===== src/sv/fsp_sqrt_cell.sv =====
`timescale 1ns / 1ps
// fsp_sqrt_cell: one root bit of a pipelined digit-by-digit square root.
// Standalone; chained by fibonacci_sphere_point.
module fsp_sqrt_cell #(
   parameter int RW    = 33,
   parameter int QW    = 16,
   parameter int SHIFT = 0,
   parameter int PW    = 33
) (
   input  logic          clock,
   input  logic          reset,
   input  logic          advance,
   input  logic          up_valid,
   input  logic [RW-1:0] up_rem,
   input  logic [QW-1:0] up_root,
   input  logic [PW-1:0] up_pay,
   output logic          dn_valid,
   output logic [RW-1:0] dn_rem,
   output logic [QW-1:0] dn_root,
   output logic [PW-1:0] dn_pay
);
   logic          valid_ff;
   logic [RW-1:0] rem_ff, rem_in, trial;
   logic [QW-1:0] root_ff, root_in;
   logic [PW-1:0] pay_ff;
   logic          take;

   // (root + 2^k)^2 - root^2
   assign trial   = (RW'(up_root) << (SHIFT + 1)) + (RW'(1) << (2 * SHIFT));
   assign take    = (up_rem >= trial);
   assign rem_in  = take ? (up_rem - trial) : up_rem;
   assign root_in = take ? (up_root | (QW'(1) << SHIFT)) : up_root;

   always_ff @(posedge clock) begin
      if (reset) begin
         valid_ff <= 1'b0;
      end else if (advance) begin
         valid_ff <= up_valid;
      end
   end

   always_ff @(posedge clock) begin
      if (advance) begin
         rem_ff  <= rem_in;
         root_ff <= root_in;
         pay_ff  <= up_pay;
      end
   end

   assign dn_valid = valid_ff;
   assign dn_rem   = rem_ff;
   assign dn_root  = root_ff;
   assign dn_pay   = pay_ff;
endmodule


===== config.mk =====
export PLATFORM = sky130hd
export DESIGN_NAME = fsp_sqrt_cell
export DESIGN_NICKNAME = d
export VERILOG_FILES = /design/src/sv/fsp_sqrt_cell.sv
export SDC_FILE = /design/constraint.sdc
export NUM_CORES = 1
export LEC_CHECK = 0
export BUFFER_PORTS_ARGS = -buffer_cell sky130_fd_sc_hd__buf_4
export CAP_MARGIN = 20
export CORE_MARGIN = 2
export CORE_UTILIZATION = 48
export CTS_CLUSTER_DIAMETER = 50
export DETAILED_ROUTE_END_ITERATION = 10
export PLACE_DENSITY = 0.8
export SLEW_MARGIN = 20
export SYNTH_ARGS = -nofsm -noshare
export SYNTH_HDL_FRONTEND = slang
export SYNTH_SLANG_ARGS = --single-unit

===== constraint.sdc =====
create_clock -name clock -period 4 [get_ports clock]
set_input_delay 0.8 -clock clock [delete_from_list [all_inputs] [get_ports clock]]
set_output_delay 0.8 -clock clock [all_outputs]
set_load 0.02 [all_outputs]

==> run summary <==
Most used DFF post-synth -> edfxtp_1
crit path DAT -> 3.64 ns
Post-DRT Antenna Nets -> 0
Die X -> 96.4 microns
Async SR Flop Fraction -> 0%
R2R Setup Slk -> 3.41 ns
clk buf depth -> 2
IO Port Bufs -> 168
f_max -> 281 MHz
CP Capture Type -> register
Post-Syn Instances -> 330
HP Start -> dn_valid
Max-cap violations -> 0
Endpoint, Worst Hold -> dn_valid
n_diodes -> 0
Leak -> 0.00239 uW
layout cells sized above 1 -> 39.6%
most used cell, CP -> a2111oi_0
crit-path leading delay family -> compound AO/OA/AOI/OAI gates
Placed Cells -> 594
worst-path fanout max -> 5
nets@finish -> 604
fin cells -> 610
core area -> 8260 sq um
Final min period -> 3.56 ns
Initial Utilization -> 49.6%
hold_ws -> 0.520 ns
routed vias/inst -> 5.37
R2R Path End -> dn_valid
Worst-Skew Late Latency -> 0.35 ns
Sink Count -> 83
CP cell instances -> buf_4, ha_1, nor2b_1, o2111ai_1, nand3_1, a2111oi_0, o21ai_0, a2111oi_0, xor2_1
Area Overhead vs Synth -> 37.9%
reg2reg path depth -> 2
placer congestion estimate -> 0.908
CTS hold repair buffers -> 0
cell chosen for the clock root -> clkbuf_8
htree depth -> 3
# DRC -> 0
io pins -> 169
cell count along the critical path -> 9
WP data required -> 4.08 ns
VDD IR max -> 0.000262 V
Setup Fix Bufs, Post-CTS -> 0
first-pass GRT wire length -> 14700 microns
DRT iter0 DRCs -> 164
CP peak stage delay -> 0.78 ns
min-delay worst type -> register to register
register area share after synthesis -> 60.6%
Vias -> 3273
Congestion Overflow GR -> 0
total wire length -> 9940 microns
setup_tns -> 0 ns
buffers and inverters on the worst path -> 1
worst r2r src -> dn_valid
Final Power -> 2240 uW
TritonRoute pass-1 iters -> 6
Worst Skew -> 0 ns
GRT Total Usage -> 20.7%
Mean Syn Cell Area -> 12.4 sq um
hpwl dp -> 7490 microns
DP Worst Slack -> 0.164 ns
RSZ-0062 raised after global routing -> no
worst rel slew slack -> 32.3%
slowest CP cell -> a2111oi_0
hold depth -> 2
status -> completed
Worst Setup SP -> up_rem[2]
Hold Vio Cnt, Final -> 0
initial antenna violation count -> 0
Syn Std Cell Area -> 4100 sq um
fin. max-slew vios -> 0
Synth cell types -> 48
chip height -> 96.4 microns
CTS tree -> yes
Num CTS Buffers -> 9
clock-pin slew on the worst setup and hold paths -> 0.10 ns
average wire per standard cell -> 16.3 microns
Worst-Margin Slew -> 1.01 ns
CP startpoint kind -> input pin
row count -> 33
Synth warnings -> 0
Final period util -> 89.1%
syn nets -> 434
final setup vio count -> 0
number of synthesized flops with an enable pin -> 82
Synth Register Bits -> 83
power per cell area -> 397 nW/um^2
post-CTS sizing -> 0
die area -> 9290 sq um
final worst slack -> 0.437 ns
crit path kind -> input pin to register
vias in the first global route -> 3023
largest net degree at the start of global routing -> 84
[flip-flops by register name, summed over array words and instances (netlist names)]
signal,flops
dn_rem,33
dn_root,16
dn_pay,33
dn_valid,1
[cell usage after synthesis, drive strengths merged, types with 3 or more instances]
| cell | n | area share, % |
|---|---|---|
| edfxtp | 82 | 60 |
| nand2 | 25 | 2.3 |
| o21ai | 23 | 2.9 |
| inv | 19 | 1.7 |
| xor2 | 19 | 4.1 |
| a21oi | 17 | 2.1 |
| ha | 17 | 5.2 |
| nor2 | 17 | 1.6 |
| nand3 | 11 | 1.3 |
| xnor2 | 11 | 2.4 |
| nor3 | 8 | 1.3 |
| a21o | 7 | 1.3 |
| clkbuf | 7 | 0.64 |
| nand4 | 7 | 1.1 |
| or3 | 6 | 1.0 |
| a2111oi | 5 | 1.1 |
| nor2b | 5 | 0.76 |
| or2 | 5 | 0.76 |
| a211oi | 4 | 0.73 |
| buf | 4 | 0.85 |
| a311oi | 3 | 0.64 |
| or4 | 3 | 0.64 |
[where the power goes]
| part | leakage (uW) | internal [uW] | switching, uW | total (uW) |
|---|---|---|---|---|
| registers | 0.000811 | 1060 | 24.4 | 1080 |
| logic | 0.00148 | 233 | 291 | 524 |
| clock network | 0.000103 | 298 | 340 | 638 |
[worst reg2reg max path: cells and delay by family (launching register included)]
family	cells	cell delay (ns)
multiplexers	1	0.12
AND/OR/NAND/NOR	1	0.05
flip-flops	1	0.33
[how the worst max path moves through the flow]
stage and to:
2_1_floorplan dn_rem[11], 3_3_place_gp dn_rem[20], 3_5_place_dp dn_rem[20], 4_1_cts dn_rem[20]
5_1_grt dn_rem[20], 6_report dn_rem[20]
[kinds of logic (layout without fill, tap and decap cells)]
logic type      Yosys count  in the layout  synth area share [%]
simple gates             97             97                  12.6
flops                    83             83                  60.6
compound gates           69             69                  10.7
xor+xnor                 30             30                  6.41
buf+inv                  30            205                  3.24
fa+ha+maj                18             18                  5.68
mux                       3              3                 0.794
[through the flow]
stage | util [%] | cell area [sq um]
floorplan | - | 4100
global placement | 65.9 | 5450
detailed placement | 65.9 | 5450
CTS | 68.5 | 5650
global route | 68.5 | 5650
finish | 68.5 | 5650
[layout by cell type, fill, tap and decap left out, types with 2 or more instances in the layout]
cell type	n
clkbuf_8	9
and2_1	2
buf_4	170
nand2_1	25
a211oi_1	4
nand4_1	7
edfxtp_1	82
nand3_1	11
xor2_1	19
nor2_1	17
or2_2	5
xnor2_1	11
inv_6	2
or4_1	2
o21bai_1	2
nor3_1	7
a2111oi_0	5
or3_1	5
a311oi_1	3
ha_1	17
o31ai_1	2
o21ai_0	22
nor4b_1	2
inv_1	19
a21oi_1	17
nor2b_1	5
a21o_1	7
mux2_2	2
[area by class of cell]
cell class | instances | area, sq um
Inverter | 19 | 71.3
Timing Repair Buffer | 170 | 1280
Multi-Input combinational cell | 217 | 1480
Sequential cell | 83 | 2480
Clock inverter | 7 | 85.1
Clock buffer | 9 | 124
Fill cell | 634 | 2600
Tap cell | 105 | 131
[routing by layer]
layer | share of wire, % | vias to the layer above | wire length, microns | GRT usage [%]
met2 | 48 | 151 | 4740 | 33.3
met4 | 1.7 | 0 | 166 | 7.04
met1 | 42 | 1528 | 4130 | 27.8
met3 | 9.0 | 19 | 894 | 4.73
met5 | 0 | - | 0 | 0
li1 | - | 1575 | - | -
(Power assumes the default switching activity.)
