[config.mk]
export PLATFORM = sky130hd
export DESIGN_NAME = fsp_cordic_cell
export DESIGN_NICKNAME = d
export VERILOG_FILES = /design/src/sv/fsp_pkg.sv /design/src/sv/fsp_cordic_cell.sv
export SDC_FILE = /design/constraint.sdc
export NUM_CORES = 1
export LEC_CHECK = 0
export BUFFER_PORTS_ARGS = -buffer_cell sky130_fd_sc_hd__buf_2
export CORE_ASPECT_RATIO = 1.25
export CORE_MARGIN = 3
export CORE_UTILIZATION = 58
export CTS_BUF_LIST = sky130_fd_sc_hd__clkbuf_4 sky130_fd_sc_hd__clkbuf_8
export CTS_CLUSTER_SIZE = 16
export DETAILED_ROUTE_END_ITERATION = 10
export PLACE_DENSITY = 0.87
export SYNTH_ARGS = -nofsm -noshare
export SYNTH_HDL_FRONTEND = slang
export SYNTH_SLANG_ARGS = --single-unit
export TNS_END_PERCENT = 5
[constraint.sdc]
create_clock -name clock -period 7.4 [get_ports clock]
set_input_delay 0.37 -clock clock [delete_from_list [all_inputs] [get_ports clock]]
set_output_delay 0.37 -clock clock [all_outputs]
set_load 0.03 [all_outputs]
[src/sv/fsp_pkg.sv]
`timescale 1ns / 1ps
// fsp_pkg: shared constants, register indexes and the CORDIC angle table
// for the Fibonacci sphere point generator. No dependencies.
package fsp_pkg;

   localparam int INDEX_WIDTH_DEF     = 16;
   localparam int COORD_FRAC_BITS_DEF = 15;

   // Payload field widths on the channels
   localparam int INDEX_FIELD_W = 16;
   localparam int COORD_W       = 16;

   // Configuration port
   localparam int CSR_INDEX_W = 2;
   localparam int CSR_DATA_W  = 16;

   typedef enum logic [CSR_INDEX_W-1:0] {
      CSR_POINT_COUNT = 2'd0,
      CSR_START_ANGLE = 2'd1
   } csr_index_type;

   // Golden angle, 2^32 per turn
   localparam logic [31:0] GOLDEN_TURN = 32'h61C8_8647;

   // CORDIC: Q2.30 datapath with headroom, 32-bit turn angle
   localparam int          CORDIC_STEPS    = 24;
   localparam int          CORDIC_W        = 34;
   localparam int          MAG_W           = 31;
   localparam logic [31:0] CORDIC_INV_GAIN = 32'h26DD_3B6A;

   function automatic logic [31:0] atan_turn(input int step);
      logic [31:0] a;
      case (step)
         0:  a = 32'h2000_0000;
         1:  a = 32'h12E4_051E;
         2:  a = 32'h09FB_385B;
         3:  a = 32'h0511_11D4;
         4:  a = 32'h028B_0D43;
         5:  a = 32'h0145_D7E1;
         6:  a = 32'h00A2_F61E;
         7:  a = 32'h0051_7C55;
         8:  a = 32'h0028_BE53;
         9:  a = 32'h0014_5F2F;
         10: a = 32'h000A_2F98;
         11: a = 32'h0005_17CC;
         12: a = 32'h0002_8BE6;
         13: a = 32'h0001_45F3;
         14: a = 32'h0000_A2FA;
         15: a = 32'h0000_517D;
         16: a = 32'h0000_28BE;
         17: a = 32'h0000_145F;
         18: a = 32'h0000_0A30;
         19: a = 32'h0000_0518;
         20: a = 32'h0000_028C;
         21: a = 32'h0000_0146;
         22: a = 32'h0000_00A3;
         23: a = 32'h0000_0051;
         default: a = 32'h0;
      endcase
      return a;
   endfunction

endpackage

[src/sv/fsp_cordic_cell.sv]
`timescale 1ns / 1ps
// fsp_cordic_cell: one rotation-mode CORDIC micro-rotation.
// Depends on fsp_pkg (datapath width, angle table).
module fsp_cordic_cell #(
   parameter int STEP = 0,
   parameter int PW   = 34
) (
   input  logic                                  clock,
   input  logic                                  reset,
   input  logic                                  advance,
   input  logic                                  up_valid,
   input  logic signed [fsp_pkg::CORDIC_W-1:0]   up_cx,
   input  logic signed [fsp_pkg::CORDIC_W-1:0]   up_cy,
   input  logic [31:0]                           up_ang,
   input  logic [PW-1:0]                         up_pay,
   output logic                                  dn_valid,
   output logic signed [fsp_pkg::CORDIC_W-1:0]   dn_cx,
   output logic signed [fsp_pkg::CORDIC_W-1:0]   dn_cy,
   output logic [31:0]                           dn_ang,
   output logic [PW-1:0]                         dn_pay
);
   import fsp_pkg::*;

   logic                       valid_ff;
   logic signed [CORDIC_W-1:0] cx_ff, cy_ff, cx_in, cy_in, dx, dy;
   logic [31:0]                ang_ff, ang_in;
   logic [PW-1:0]              pay_ff;

   assign dx = up_cy >>> STEP;
   assign dy = up_cx >>> STEP;

   always_comb begin
      if (up_ang[31]) begin
         cx_in  = up_cx + dx;
         cy_in  = up_cy - dy;
         ang_in = up_ang + atan_turn(STEP);
      end else begin
         cx_in  = up_cx - dx;
         cy_in  = up_cy + dy;
         ang_in = up_ang - atan_turn(STEP);
      end
   end

   always_ff @(posedge clock) begin
      if (reset) begin
         valid_ff <= 1'b0;
      end else if (advance) begin
         valid_ff <= up_valid;
      end
   end

   always_ff @(posedge clock) begin
      if (advance) begin
         cx_ff  <= cx_in;
         cy_ff  <= cy_in;
         ang_ff <= ang_in;
         pay_ff <= up_pay;
      end
   end

   assign dn_valid = valid_ff;
   assign dn_cx    = cx_ff;
   assign dn_cy    = cy_ff;
   assign dn_ang   = ang_ff;
   assign dn_pay   = pay_ff;
endmodule
==> out/metrics.cfg <==
[outcome]
outcome = finished clean

[synth]
synth_cell_types = 73
synthFlopType = edfxtp_1
yosys.area.top_type = edfxtp_1
ys_seq_area_share_pct = 40.58
synth_top_area_share_pct = 40.38
netlist_area_um2 = 9891
syn_avg_cell_area_um2 = 9.566
yosysWarnings = 0
ys_ff_latch = 134
synthesis.nets = 1276
synth_area_leaders = edfxtp_1 (40%), ha_1 (13%), a21oi_1 (6.2%)
synth_cells = 1034
synth_edf_count = 133
async_flop_share_pct = 0

[layout]
fin_nets = 1525
fill_cells = 1298
layout-drive-gt1-share_pct = 25.39
area_delta_synth_final_pct = 18.89
layout_common_cells = buf_2 (271), edfxtp_1 (133), a21oi_1 (122), inv_1 (104), ha_1 (100)
layout_commonest_cell = buf_2

[cts]
cts_buffers = 17
postCtsSetupBuffers = 0
root_buffer = clkbuf_8
cts_tree = yes
clockBufferDepth = 2
cts.htree.levels = 4
post_cts_resize_count = 0
clock_sinks = 134
clk_pin_slew_worst_paths_ps = 90
holdBufCountCts = 0
clkLatencyLatePin_ps = 440

[die]
chipHeight_um = 152
io-pin-count = 273
start_util_pct = 60.09
core-area_um2 = 16460
row_count = 52
die_w_um = 122.8
dieArea_um2 = 18670

[placement]
place.gp.congestion = 0.9609
hpwl_um = 22870
numPortBuffers = 272

[power_and_ir_drop]
netSwitchingFraction_pct = 38.71
worst_ir_drop_vdd_v = 0.0001137
power_density_nw_per_um2 = 211.0
leakage_uw = 0.005256
p_seq_share_pct = 39.6
switching_power_uw = 960.4
clockPowerShare_pct = 24.9
p_int_uw = 1521
pwr-share-comb_pct = 35.5

[detailed_routing]
drc = 0
routed_wl_um = 29370
vias_per_cell = 5.960
firstDrtPassIters = 6
vias = 9017
route.antenna.remaining_nets = 0
drt_iter0_markers = 772
wl_per_cell_um = 19.41

[global_route]
antenna_found_initial = 3
grt_max_degree = 80
grt_pass1_vias = 8568
grt_pass1_wl_um = 44950
grt.overflow.total = 0
grt_use_total_pct = 30.50

[timing]
hold_viol_final = 0
max_slew.worst_pin.slew_ps = 968.5
post-route-period-util_pct = 43.89
clock.fmax_ghz = 0.3079
timing.hold.ws_ps = 79.79
finalSetupTns_ps = 0
rsz0062_at_grt = no
drv_slew = 0
fin_skew_ps = 0
period_minus_slack_ps = 3248
relSlewSlack_pct = 35.44
setup-violations-final = 0

[flow_run]
maxCapViolations = 0

[critical_path]
worst_ep_required_time_ps = 7600
crit_fanout = 10
crit_type = in2reg
cp-start-kind = input pin
cp-end-kind = flop
crit_arrival_ps = 3450

[min_path]
min_path_type = in2reg

## state kept, by name, summed over array words and instances (netlist names)
name,flops
dn_cx,34
dn_pay,34
dn_valid,1
dn_cy,33
dn_ang,32
## metal layers
| metal | track usage (%) | up-vias | part of all wire [%] |
|---|---|---|---|
| met1 | 37.34 | 4212 | 37 |
| met4 | 12.75 | 4 | 4.3 |
| met3 | 4.463 | 96 | 8.6 |
| met5 | 0 | - | 0.092 |
| li1 | - | 4226 | - |
| met2 | 53.01 | 479 | 50 |
## kinds of logic (layout without fill, tap and decap cells)
family          count (synthesis)  in the layout  share of synthesized area [%]
simple gates                  242            242                          11.40
buf+inv                       155            417                          6.085
fa+ha+maj                     104            104                          13.46
compound gates                318            318                          21.10
mux                            16             16                          1.619
other cells                     0              1                              0
flops                         134            134                          40.58
xor+xnor                       65             65                          5.756
## Yosys cell counts (all sizes together), types with 16 or more instances
cell type and n:
nor2 88, o21ai 68, xnor2 63, buf 19, o21bai 16, edfxtp 133, ha 100, inv 107
mux2i 16, nand2 53, nor3 26, clkbuf 26, a21oi 124
## layout make-up
cell class	count	area (µm²)	area share (%)
multi-input combinational	745	5275	44.86
sequential	134	4014	34.13
timing repair buffer	275	1386	11.79
inverter	110	412.9	3.511
tap	216	270.3	2.298
clock buffer	17	234.0	1.990
clock inverter	15	163.9	1.394
antenna	1	2.502	0.02128
## through the flow
step           power (µW)  setup WS [ps]  utilization, %  cells  instance area [µm²]
6_report             2481           4152           71.44   1513                11760
2_1_floorplan        1596           4599               -   1034                 9891
3_5_place_dp         1868           3860           69.00   1480                11360
5_1_grt              2598           4018           71.44   1513                11760
3_3_place_gp         1853           3863           69.00   1480                11360
4_1_cts              2479           4307           71.42   1512                11760
## path summary, 6_finish.rpt
path,from,to,slack (ps),cells after the start
hold / removal,reset,dn_valid$_SDFFE_PP0P_,80,2
setup / recovery,up_cx[8],dn_cx[26]$_DFFE_PP_,4150,12
setup reg to reg,dn_valid$_SDFFE_PP0P_,dn_valid$_SDFFE_PP0P_,6770,2
hold reg to reg,dn_valid$_SDFFE_PP0P_,dn_valid$_SDFFE_PP0P_,530,2
## power groups by stage
stage | sequential (µW) | combinational (µW) | clock, µW
global route | 991 | 944 | 663
finish | 982 | 880 | 618
CTS | 983 | 873 | 623
global placement | 996 | 857 | 0
detailed placement | 1000 | 868 | 0
floorplan | 1200 | 401 | 0
## critical path, cell delays in order
cell,delay [ps]
buf_2,100
inv_1,40
ha_1,440
a21o_1,250
a21o_1,210
a221oi_2,300
nand2_1,190
a2111oi_0,690
o21bai_1,280
a211oi_1,300
a21oi_1,90
xnor2_1,170
Power figures use the tool's default switching activity.
