**src/sv/fsp_div_cell.sv**
```systemverilog
`timescale 1ns / 1ps
// fsp_div_cell: one quotient bit of a pipelined restoring divider.
// Standalone; chained by fibonacci_sphere_point.
module fsp_div_cell #(
   parameter int NUMW  = 33,
   parameter int DENW  = 17,
   parameter int QW    = 16,
   parameter int SHIFT = 0,
   parameter int PW    = 17
) (
   input  logic            clock,
   input  logic            reset,
   input  logic            advance,
   input  logic            up_valid,
   input  logic [NUMW-1:0] up_rem,
   input  logic [QW-1:0]   up_quo,
   input  logic [PW-1:0]   up_pay,
   input  logic [DENW-1:0] den,
   output logic            dn_valid,
   output logic [NUMW-1:0] dn_rem,
   output logic [QW-1:0]   dn_quo,
   output logic [PW-1:0]   dn_pay
);
   logic            valid_ff;
   logic [NUMW-1:0] rem_ff, rem_in, den_sh;
   logic [QW-1:0]   quo_ff, quo_in;
   logic [PW-1:0]   pay_ff;
   logic            take;

   assign den_sh = NUMW'(den) << SHIFT;
   assign take   = (up_rem >= den_sh);
   assign rem_in = take ? (up_rem - den_sh) : up_rem;
   assign quo_in = take ? (up_quo | (QW'(1) << SHIFT)) : up_quo;

   always_ff @(posedge clock) begin
      if (reset) begin
         valid_ff <= 1'b0;
      end else if (advance) begin
         valid_ff <= up_valid;
      end
   end

   always_ff @(posedge clock) begin
      if (advance) begin
         rem_ff <= rem_in;
         quo_ff <= quo_in;
         pay_ff <= up_pay;
      end
   end

   assign dn_valid = valid_ff;
   assign dn_rem   = rem_ff;
   assign dn_quo   = quo_ff;
   assign dn_pay   = pay_ff;
endmodule

```
**config.mk**
```make
export PLATFORM = sky130hd
export DESIGN_NAME = fsp_div_cell
export DESIGN_NICKNAME = d
export VERILOG_FILES = /design/src/sv/fsp_div_cell.sv
export SDC_FILE = /design/constraint.sdc
export NUM_CORES = 1
export LEC_CHECK = 0
export ABC_CLOCK_PERIOD_IN_PS = 2400
export BUFFER_PORTS_ARGS = -buffer_cell sky130_fd_sc_hd__buf_2
export CORE_UTILIZATION = 43
export CTS_CLUSTER_DIAMETER = 80
export DETAILED_ROUTE_END_ITERATION = 6
export GPL_TIMING_DRIVEN = 0
export PLACE_DENSITY = 0.76
export SYNTH_ARGS = -nofsm -noshare
export SYNTH_HDL_FRONTEND = slang
export SYNTH_SLANG_ARGS = --single-unit
export TNS_END_PERCENT = 100
```
**constraint.sdc**
```tcl
create_clock -name clock -period 2.4 [get_ports clock]
set_input_delay 0.48 -clock clock [delete_from_list [all_inputs] [get_ports clock]]
set_output_delay 0.48 -clock clock [all_outputs]
set_load 0.01 [all_outputs]
```
==> qor.txt, run 1 <==
Period minus WS final -> 2.37 ns
dominant cell type by area after synthesis -> sky130_fd_sc_hd__edfxtp_1
run status -> finished, final reports clean
RSZ-0062 raised after global routing -> yes
yosys synthesis warning count -> 0
clock tree from TritonCTS -> done
Most used DFF post-synth -> sky130_fd_sc_hd__edfxtp_1
Post-Route Skew -> 0 ns
vias in the first global route -> 3056
per-cell via count in the routed design -> 5.20
capturing instance or port of the critical path -> dn_rem[14]
half-perimeter wire length after placement -> 6430 microns
sequential cell area fraction in the yosys report -> 56.1%
Slew headroom -> 45.7%
DRC violation count after routing -> 0
maximum net fanout on the critical path -> 7
number of nets in the finished design -> 584
path class of the lowest-slack min-delay path -> in -> reg
remaining global-route overflow -> 0
Setup TNS Final -> 0 ns
area overhead of the layout relative to synthesis -> 43.2%
synthesized area per cell -> 12.0 sq um
DIE AREA -> 0.00866 sq mm
number of pins exceeding their max-slew limit in the final report -> 0
Pwr per Cell Area -> 609 mW/mm^2
Die Y-Extent -> 93.1 microns
register bit count reported by yosys -> 67
I/O pin cnt -> 154
largest net degree at the start of global routing -> 35
utilization after layout -> 64.8%
buffers added on ports -> 153
total clock buffers created by CTS -> 9
Arrival @ worst endpoint -> 2.46 ns
initial DRC count -> 137
most frequent cell after synthesis -> sky130_fd_sc_hd__edfxtp_1
Slew @ Worst Pin -> 0.814 ns
number of synthesized flops with an enable pin -> 66
post-cts hold buffer count -> 0
kind of critical path -> in -> reg
Skew-Pair Late Insertion Delay -> 0.34 ns
Sinks on Clock Net -> 67
Netlist cell types -> 50
vias -> 3050
setup slack, reg-to-reg -> 1.82 ns
synth top area cells -> sky130_fd_sc_hd__edfxtp_1 (56%), sky130_fd_sc_hd__ha_1 (6.0%), sky130_fd_sc_hd__xor2_1 (5.9%)
kind of start point of the critical path -> input pin
Max-cap violations -> 0
start point of the critical path -> up_rem[23]
number of instances in the synthesized netlist -> 298
worst-case clock buffer depth -> 2
number of H-tree branching levels -> 3
upper clock frequency limit -> 0.422 GHz
Worst R2R Path Depth -> 2
area inside the core boundary -> 0.00789 sq mm
static leakage power -> 2.18 nW
highest ir drop seen on vdd -> 299 uV
fill cell instance count of the final layout -> 649
Core Rows -> 32
Horiz. Die Dim -> 93.1 microns
synthesized net count -> 403
Data required, critical path -> 2.49 ns
proportion of layout cells with a drive suffix above 1 -> 53.7%
WL/cell -> 15.7 microns
area fraction of the dominant cell type after synthesis -> 55.6%
initial cell density of the core -> 45.2%
first-pass GRT wire length -> 14000 microns
final critical-path share of the clock period -> 98.8%
number of antenna violations at the first check in global routing -> 0
Setup violations, final -> 0
clock root buffer -> sky130_fd_sc_hd__clkbuf_8
total detailed-routing wirelength -> 9180 microns
register clock-pin slew on the reported worst setup and hold paths -> 0.07 ns
synthesized area -> 0.00357 sq mm
async set or reset register ratio after synthesis -> 0%
First-pass DRT Iterations -> 4
kind of end point of the critical path -> register
WHS Path Cells -> 2
Antenna Cells -> 0
most numerous cell types in the synthesized netlist -> sky130_fd_sc_hd__edfxtp_1 (66), sky130_fd_sc_hd__nand2_1 (32), sky130_fd_sc_hd__xor2_1 (24), sky130_fd_sc_hd__inv_1 (22), sky130_fd_sc_hd__ha_1 (17)
number of hold-slack violations in the final timing report -> 0
gpl congestion -> 0.816
DRT antenna net count -> 0
Worst R2R End -> dn_valid
global-route usage over all layers -> 21.3%
reg-to-reg critical path startpoint -> dn_valid
[worst min-delay path by stage]
stage	from	endpoint	slack (ns)
after global routing	reset	dn_valid	0.29
after CTS	reset	dn_valid	0.28
after floorplan	dn_valid	dn_valid	0.53
after global placement	dn_valid	dn_valid	0.47
after detailed placement	dn_valid	dn_valid	0.49
final	reset	dn_valid	0.29
[cell families after synthesis]
group,after synthesis,synth area share (%)
buffers and inverters,29,3.89
xor gates and xnor gates,29,7.12
adders and majority gates,18,6.52
DFF,67,56.1
muxes,2,0.701
and+or+nand+nor,94,13.5
AOI/OAI and AO/OA,59,12.1
[sequential cells by signal, indices dropped and copies added (netlist names)]
signal	flops
dn_rem	33
dn_pay	17
dn_quo	16
dn_valid	1
[worst max-delay path: stages]
cell,delay (ns)
sky130_fd_sc_hd__buf_6,0.09
sky130_fd_sc_hd__or4_4,0.53
sky130_fd_sc_hd__nand4b_1,0.27
sky130_fd_sc_hd__a311oi_2,0.33
sky130_fd_sc_hd__nand2_2,0.14
sky130_fd_sc_hd__nor3_4,0.17
sky130_fd_sc_hd__buf_12,0.15
sky130_fd_sc_hd__mux2_4,0.29
[report_power, final]
part / switching, W / internal, W / total [W]
combinational: 0.000388 / 0.000336 / 0.000725
clock: 0.000452 / 0.000476 / 0.000928
sequential: 0.0000288 / 0.00143 / 0.00146
[stage by stage]
stage	area [sq um]	hold WS, ns	worst slack [ns]	std cells	total power (W)
3_5_place_dp	4570	0.493	-0.544	554	0.00212
3_3_place_gp	4550	0.469	-0.449	553	0.00210
4_1_cts	4950	0.285	0.00233	584	0.00306
5_1_grt	5110	0.286	-0.0593	586	0.00324
6_report	5110	0.287	0.0295	586	0.00311
2_1_floorplan	3660	0.528	-0.0961	298	0.00184
[layer usage]
| metal | track usage [%] | part of all wire (%) |
|---|---|---|
| met1 | 24.1 | 40 |
| met2 | 37.3 | 51 |
| met3 | 5.12 | 5.5 |
| met4 | 10.9 | 3.6 |
| met5 | 0 | 0 |
[timing repair]
| item | 4_1_cts | 5_1_grt |
|---|---|---|
| gates resized for setup | 11 | 30 |
| pin swaps | 8 | 12 |
| buffers inserted | 15 | 3 |
| endpoints found under the setup margin | 29 | 24 |
[cell usage in the layout (no fill, tap or decap), drive strengths merged, types with 2 or more instances in the layout]
master and instances:
buf 176, edfxtp 66, nand2 32, xor2 24, inv 23, o21ai 22
ha 17, nor2 15, nor3 15, a21oi 14, clkbuf 10, or3 6
nand2b 5, nand3 5, xnor2 5, nor4 5, a21o 4, nand4 3
o211ai 3, a311oi 3, o21bai 3, clkinv 3, clkinvlp 2, o31ai 2
or4 2
[layout make-up]
cell class	instances	area [sq um]	area share, %
well taps	102	128	2.50
clock inverters	7	67.6	1.32
inverters	22	82.6	1.62
clock buffers	9	124	2.42
repair buffers	172	946	18.5
flip-flops and latches	67	2000	39.2
multi-input cells	202	1710	33.5
plain buffers	5	48.8	0.955
(Power assumes the default switching activity.)
==> run 2: changes to the inputs <==
--- a/config.mk
+++ b/config.mk
@@ -11,7 +11,7 @@
 export CTS_CLUSTER_DIAMETER = 80
 export DETAILED_ROUTE_END_ITERATION = 6
 export GPL_TIMING_DRIVEN = 0
-export PLACE_DENSITY = 0.76
+export PLACE_DENSITY = 0.83
 export SYNTH_ARGS = -nofsm -noshare
 export SYNTH_HDL_FRONTEND = slang
 export SYNTH_SLANG_ARGS = --single-unit
==> qor.txt, run 2 (synthesis gave the netlist of run 1 again) <==
cell area after placement -> 0.00455 sq mm
Data required, critical path -> 2.50 ns
final non-filler cell area -> 0.00500 sq mm
commonest cells after routing, fill and taps aside -> sky130_fd_sc_hd__buf_2 (150), sky130_fd_sc_hd__edfxtp_1 (66), sky130_fd_sc_hd__nand2_1 (31)
first-pass GRT wire length -> 14000 microns
worst-case clock buffer depth -> 2
DRC violation count after routing -> 0
Clock Power Share -> 29.7%
slowest library cell on the worst path -> sky130_fd_sc_hd__or4_4
Slew headroom -> 43.9%
total clock buffers created by CTS -> 9
DIE AREA -> 0.00866 sq mm
number of pins exceeding their max-slew limit in the final report -> 0
final critical-path share of the clock period -> 106%
number of flip-flops under the largest register name -> 33
Sinks on Clock Net -> 67
cell internal pwr -> 0.00221 W
utilization after layout -> 63.4%
Final Hold Slack -> 0.284 ns
part of the total power dissipated in combinational logic -> 22.5%
number of hold-slack violations in the final timing report -> 0
buffers added on ports -> 153
vias in the first global route -> 2914
global-route usage over all layers -> 21.1%
gpl congestion -> 0.878
Core Rows -> 32
Reg power frac -> 47.8%
per-cell via count in the routed design -> 5.19
static leakage power -> 2.14 nW
series of cell instances along the critical path -> buf_8 -> or4_4 -> nand4b_1 -> a311oi_2 -> nand2_2 -> o21bai_4 -> clkbuf_16 -> nor3_4 -> xor2_1
largest net degree at the start of global routing -> 68
kind of critical path -> in -> reg
remaining global-route overflow -> 0
violated checks -> negative setup slack
Setup violations, final -> 14
proportion of layout cells with a drive suffix above 1 -> 51.2%
area overhead of the layout relative to synthesis -> 40.2%
vias -> 3007
Arrival @ worst endpoint -> 2.64 ns
upper clock frequency limit -> 0.393 GHz
Horiz. Die Dim -> 93.1 microns
area inside the core boundary -> 0.00789 sq mm
number of H-tree branching levels -> 3
delay of the slowest critical-path stage -> 0.55 ns
number of buffers and inverters on the critical path -> 2
half-perimeter wire length after placement -> 6500 microns
initial DRC count -> 166
Skew-Pair Late Insertion Delay -> 0.34 ns
switching share of power -> 27.7%
Pwr per Cell Area -> 612 mW/mm^2
post-cts hold buffer count -> 0
Die Y-Extent -> 93.1 microns
maximum net fanout on the critical path -> 7
commonest non-fill, non-tap cell in the layout -> sky130_fd_sc_hd__buf_2
I/O pin cnt -> 154
fill cell instance count of the final layout -> 596
P_sw -> 0.000847 W
Antenna Cells -> 0
initial cell density of the core -> 45.2%
clock root buffer -> sky130_fd_sc_hd__clkbuf_8
First-pass DRT Iterations -> 4
Post-Route Skew -> 0 ns
kind of start point of the critical path -> input pin
Max-cap violations -> 0
total detailed-routing wirelength -> 9340 microns
number of nets in the finished design -> 577
Slew @ Worst Pin -> 0.842 ns
RSZ-0062 raised after global routing -> yes
DRT antenna net count -> 0
post-layout worst setup margin -> -0.143 ns
number of antenna violations at the first check in global routing -> 0
run status -> finished with violations
delay-heaviest family, CP -> simple AND/OR/NAND/NOR gates
highest ir drop seen on vdd -> 203 uV
clock tree from TritonCTS -> done
register clock-pin slew on the reported worst setup and hold paths -> 0.07 ns
path class of the lowest-slack min-delay path -> in -> reg
kind of end point of the critical path -> register
WL/cell -> 16.1 microns
Period minus WS final -> 2.54 ns
==> run 2: cell count changes in the layout (fill, tap and decap cells not counted), sizes merged <==
cell    change
buf         -8
clkbuf      +3
clkinv      -1
inv         -1
==> run 2: layout make-up <==
class | count | area (sq um) | area share [%]
Sequential cell | 67 | 2000 | 40.0
Clock buffer | 11 | 131 | 2.63
Tap cell | 102 | 128 | 2.55
Inverter | 22 | 82.6 | 1.65
Buffer | 5 | 52.6 | 1.05
Multi-Input combinational cell | 202 | 1650 | 32.9
Clock inverter | 5 | 53.8 | 1.08
Timing Repair Buffer | 165 | 905 | 18.1
==> run 2: metrics by stage <==
stage | TNS, ns | worst slack, ns | power (W) | std cells
after floorplan | -1.13 | -0.0961 | 0.00184 | 298
after global placement | -13.82 | -0.473 | 0.00210 | 553
after detailed placement | -13.38 | -0.502 | 0.00212 | 553
after CTS | -0.00216 | -0.00216 | 0.00302 | 572
after global routing | -1.96 | -0.183 | 0.00320 | 579
final | -1.17 | -0.143 | 0.00306 | 579
==> run 2: worst register-to-register path: stages, from the launching register on <==
cell and delay, ns:
sky130_fd_sc_hd__dfxtp_1 0.31, sky130_fd_sc_hd__mux2i_1 0.13, sky130_fd_sc_hd__nor2_1 0.05
==> run 2: repair_timing <==
action                                  CTS  global route
endpoints found under the hold margin     0             0
setup buffers                             4             7
endpoints found under the setup margin   32            34
cloned                                    0             1
pin swaps                                 6            12
gates resized for setup                   4            33
==> run 2: final timing paths <==
path	slack [ns]	cells past startpoint	start	endpoint
worst min-delay path	0.28	2	reset	dn_valid
worst max register to register	1.81	2	dn_valid	dn_valid
worst max-delay path	-0.14	9	up_rem[21]	dn_rem[25]
worst min register to register	0.51	2	dn_valid	dn_valid
==> run 2: layer usage <==
| metal | track usage, % | wire length, microns | vias up |
|---|---|---|---|
| met1 | 26.1 | 3830 | 1395 |
| met2 | 35.4 | 4620 | 140 |
| met5 | 0 | 0 | - |
| li1 | - | - | 1443 |
| met4 | 8.21 | 289 | 0 |
| met3 | 5.20 | 599 | 29 |
==> run 2: power groups by stage <==
stage               Sequential [W]  Combinational [W]  Clock, W
finish                     0.00146           0.000688  0.000910
global route               0.00147           0.000753  0.000977
CTS                        0.00146           0.000637  0.000924
detailed placement         0.00149           0.000630         0
global placement           0.00148           0.000615         0
floorplan                  0.00155           0.000293         0
==> run 3: changes to the inputs <==
--- a/config.mk
+++ b/config.mk
@@ -11,7 +11,7 @@
 export CTS_CLUSTER_DIAMETER = 80
 export DETAILED_ROUTE_END_ITERATION = 6
 export GPL_TIMING_DRIVEN = 0
-export PLACE_DENSITY = 0.83
+export PLACE_DENSITY_LB_ADDON = 0.08
 export SYNTH_ARGS = -nofsm -noshare
 export SYNTH_HDL_FRONTEND = slang
 export SYNTH_SLANG_ARGS = --single-unit
==> qor.txt, run 3 (synthesis gave the netlist of run 1 again) <==
utilization after layout -> 64.2%
Antenna Cells -> 0
worst-case clock buffer depth -> 2
final critical-path share of the clock period -> 99.6%
number of flip-flops under the largest register name -> 33
cell area after placement -> 0.00455 sq mm
Worst R2R Path Depth -> 2
Max-cap violations -> 0
remaining global-route overflow -> 0
placed cells -> 553
setup slack, reg-to-reg -> 1.82 ns
total clock buffers created by CTS -> 9
Data required, critical path -> 2.49 ns
per-cell via count in the routed design -> 5.02
Setup violations, final -> 0
static leakage power -> 2.16 nW
vias -> 2897
Core Rows -> 32
kind of end point of the critical path -> register
number of H-tree branching levels -> 3
number of nets in the finished design -> 575
Skew-Pair Late Insertion Delay -> 0.33 ns
kind of start point of the critical path -> input pin
Slew @ Worst Pin -> 0.850 ns
filler-free cell count of the finished design -> 577
RSZ-0062 raised after global routing -> yes
kind of critical path -> in -> reg
total design power -> 0.00318 W
register clock-pin slew on the reported worst setup and hold paths -> 0.08 ns
number of antenna violations at the first check in global routing -> 0
First-pass DRT Iterations -> 4
initial DRC count -> 72
Horiz. Die Dim -> 93.1 microns
DRC violation count after routing -> 0
largest net degree at the start of global routing -> 68
gpl congestion -> 0.805
number of pins exceeding their max-slew limit in the final report -> 0
upper clock frequency limit -> 0.418 GHz
half-perimeter wire length after placement -> 6270 microns
capturing instance or port of the critical path -> dn_rem[27]
commonest non-fill, non-tap cell in the layout -> sky130_fd_sc_hd__buf_2
run status -> finished, final reports clean
Arrival @ worst endpoint -> 2.48 ns
first-pass GRT wire length -> 13600 microns
global-route usage over all layers -> 20.4%
DRT antenna net count -> 0
maximum net fanout on the critical path -> 6
area overhead of the layout relative to synthesis -> 41.9%
vias in the first global route -> 2727
reg-to-reg critical path startpoint -> dn_valid
proportion of layout cells with a drive suffix above 1 -> 52.4%
Final Hold Slack -> 0.294 ns
Post-Route Skew -> 0 ns
Slew headroom -> 43.3%
Period minus WS final -> 2.39 ns
start point of the critical path -> up_rem[22]
I/O pin cnt -> 154
clock root buffer -> sky130_fd_sc_hd__clkbuf_8
final non-filler cell area -> 0.00506 sq mm
path class of the lowest-slack min-delay path -> in -> reg
buffers added on ports -> 153
Die Y-Extent -> 93.1 microns
DIE AREA -> 0.00866 sq mm
area inside the core boundary -> 0.00789 sq mm
clock tree from TritonCTS -> done
highest ir drop seen on vdd -> 243 uV
WL/cell -> 15.2 microns
initial cell density of the core -> 45.2%
total detailed-routing wirelength -> 8780 microns
Sinks on Clock Net -> 67
number of hold-slack violations in the final timing report -> 0
Worst R2R End -> dn_valid
Pwr per Cell Area -> 629 mW/mm^2
commonest cells after routing, fill and taps aside -> sky130_fd_sc_hd__buf_2 (150), sky130_fd_sc_hd__edfxtp_1 (66), sky130_fd_sc_hd__nand2_1 (31)
==> run 3: critical path, stage by stage <==
cell and delay [ns]:
sky130_fd_sc_hd__buf_8 0.10, sky130_fd_sc_hd__or4_4 0.53, sky130_fd_sc_hd__nand4b_1 0.21, sky130_fd_sc_hd__a311oi_1 0.24, sky130_fd_sc_hd__nand2_1 0.18, sky130_fd_sc_hd__o21bai_4 0.30, sky130_fd_sc_hd__clkbuf_16 0.22, sky130_fd_sc_hd__nor3_4 0.04
sky130_fd_sc_hd__xor2_1 0.17
==> run 3: worst min-delay path by stage <==
stage	start	end	slack, ns	cells past startpoint
5_1_grt	reset	dn_valid	0.29	2
2_1_floorplan	dn_valid	dn_valid	0.53	2
3_5_place_dp	dn_valid	dn_valid	0.48	2
6_report	reset	dn_valid	0.29	2
3_3_place_gp	dn_valid	dn_valid	0.47	2
4_1_cts	reset	dn_valid	0.28	2
==> run 3: layer usage <==
layer | vias to the layer above | global-route usage, % | wire length [microns]
li1 | 1437 | - | -
met1 | 1326 | 27.9 | 3870
met2 | 124 | 31.8 | 4160
met3 | 10 | 5.12 | 665
met4 | 0 | 6.41 | 89
met5 | - | 0 | 0
==> run 3: repair_timing <==
action                     CTS  global route
setup buffers                4             5
setup endpoints to repair   31            33
hold buffers                 0             0
cloned                       0             1
resized for setup            4            41
pin swaps                    6            16
==> run 3: cell type report <==
class	instances	area, sq um
Buffer	5	52.6
Clock inverter	6	90.1
Sequential cell	67	2000
Multi-Input combinational cell	202	1700
Inverter	22	82.6
Tap cell	102	128
Timing Repair Buffer	163	877
Fill cell	652	2830
Clock buffer	10	128
==> run 3: where the power goes <==
group / internal (W) / total, W / switching (W)
combinational: 0.000316 / 0.000695 / 0.000379
clock: 0.000589 / 0.00104 / 0.000446
sequential: 0.00143 / 0.00145 / 0.0000255
==> run 3: metrics by stage <==
| step | setup TNS, ns | setup WS (ns) |
|---|---|---|
| after detailed placement | -14.32 | -0.506 |
| final | 0 | 0.00967 |
| after global routing | -0.394 | -0.0609 |
| after floorplan | -1.13 | -0.0961 |
| after global placement | -13.56 | -0.482 |
| after CTS | 0 | 0.00501 |
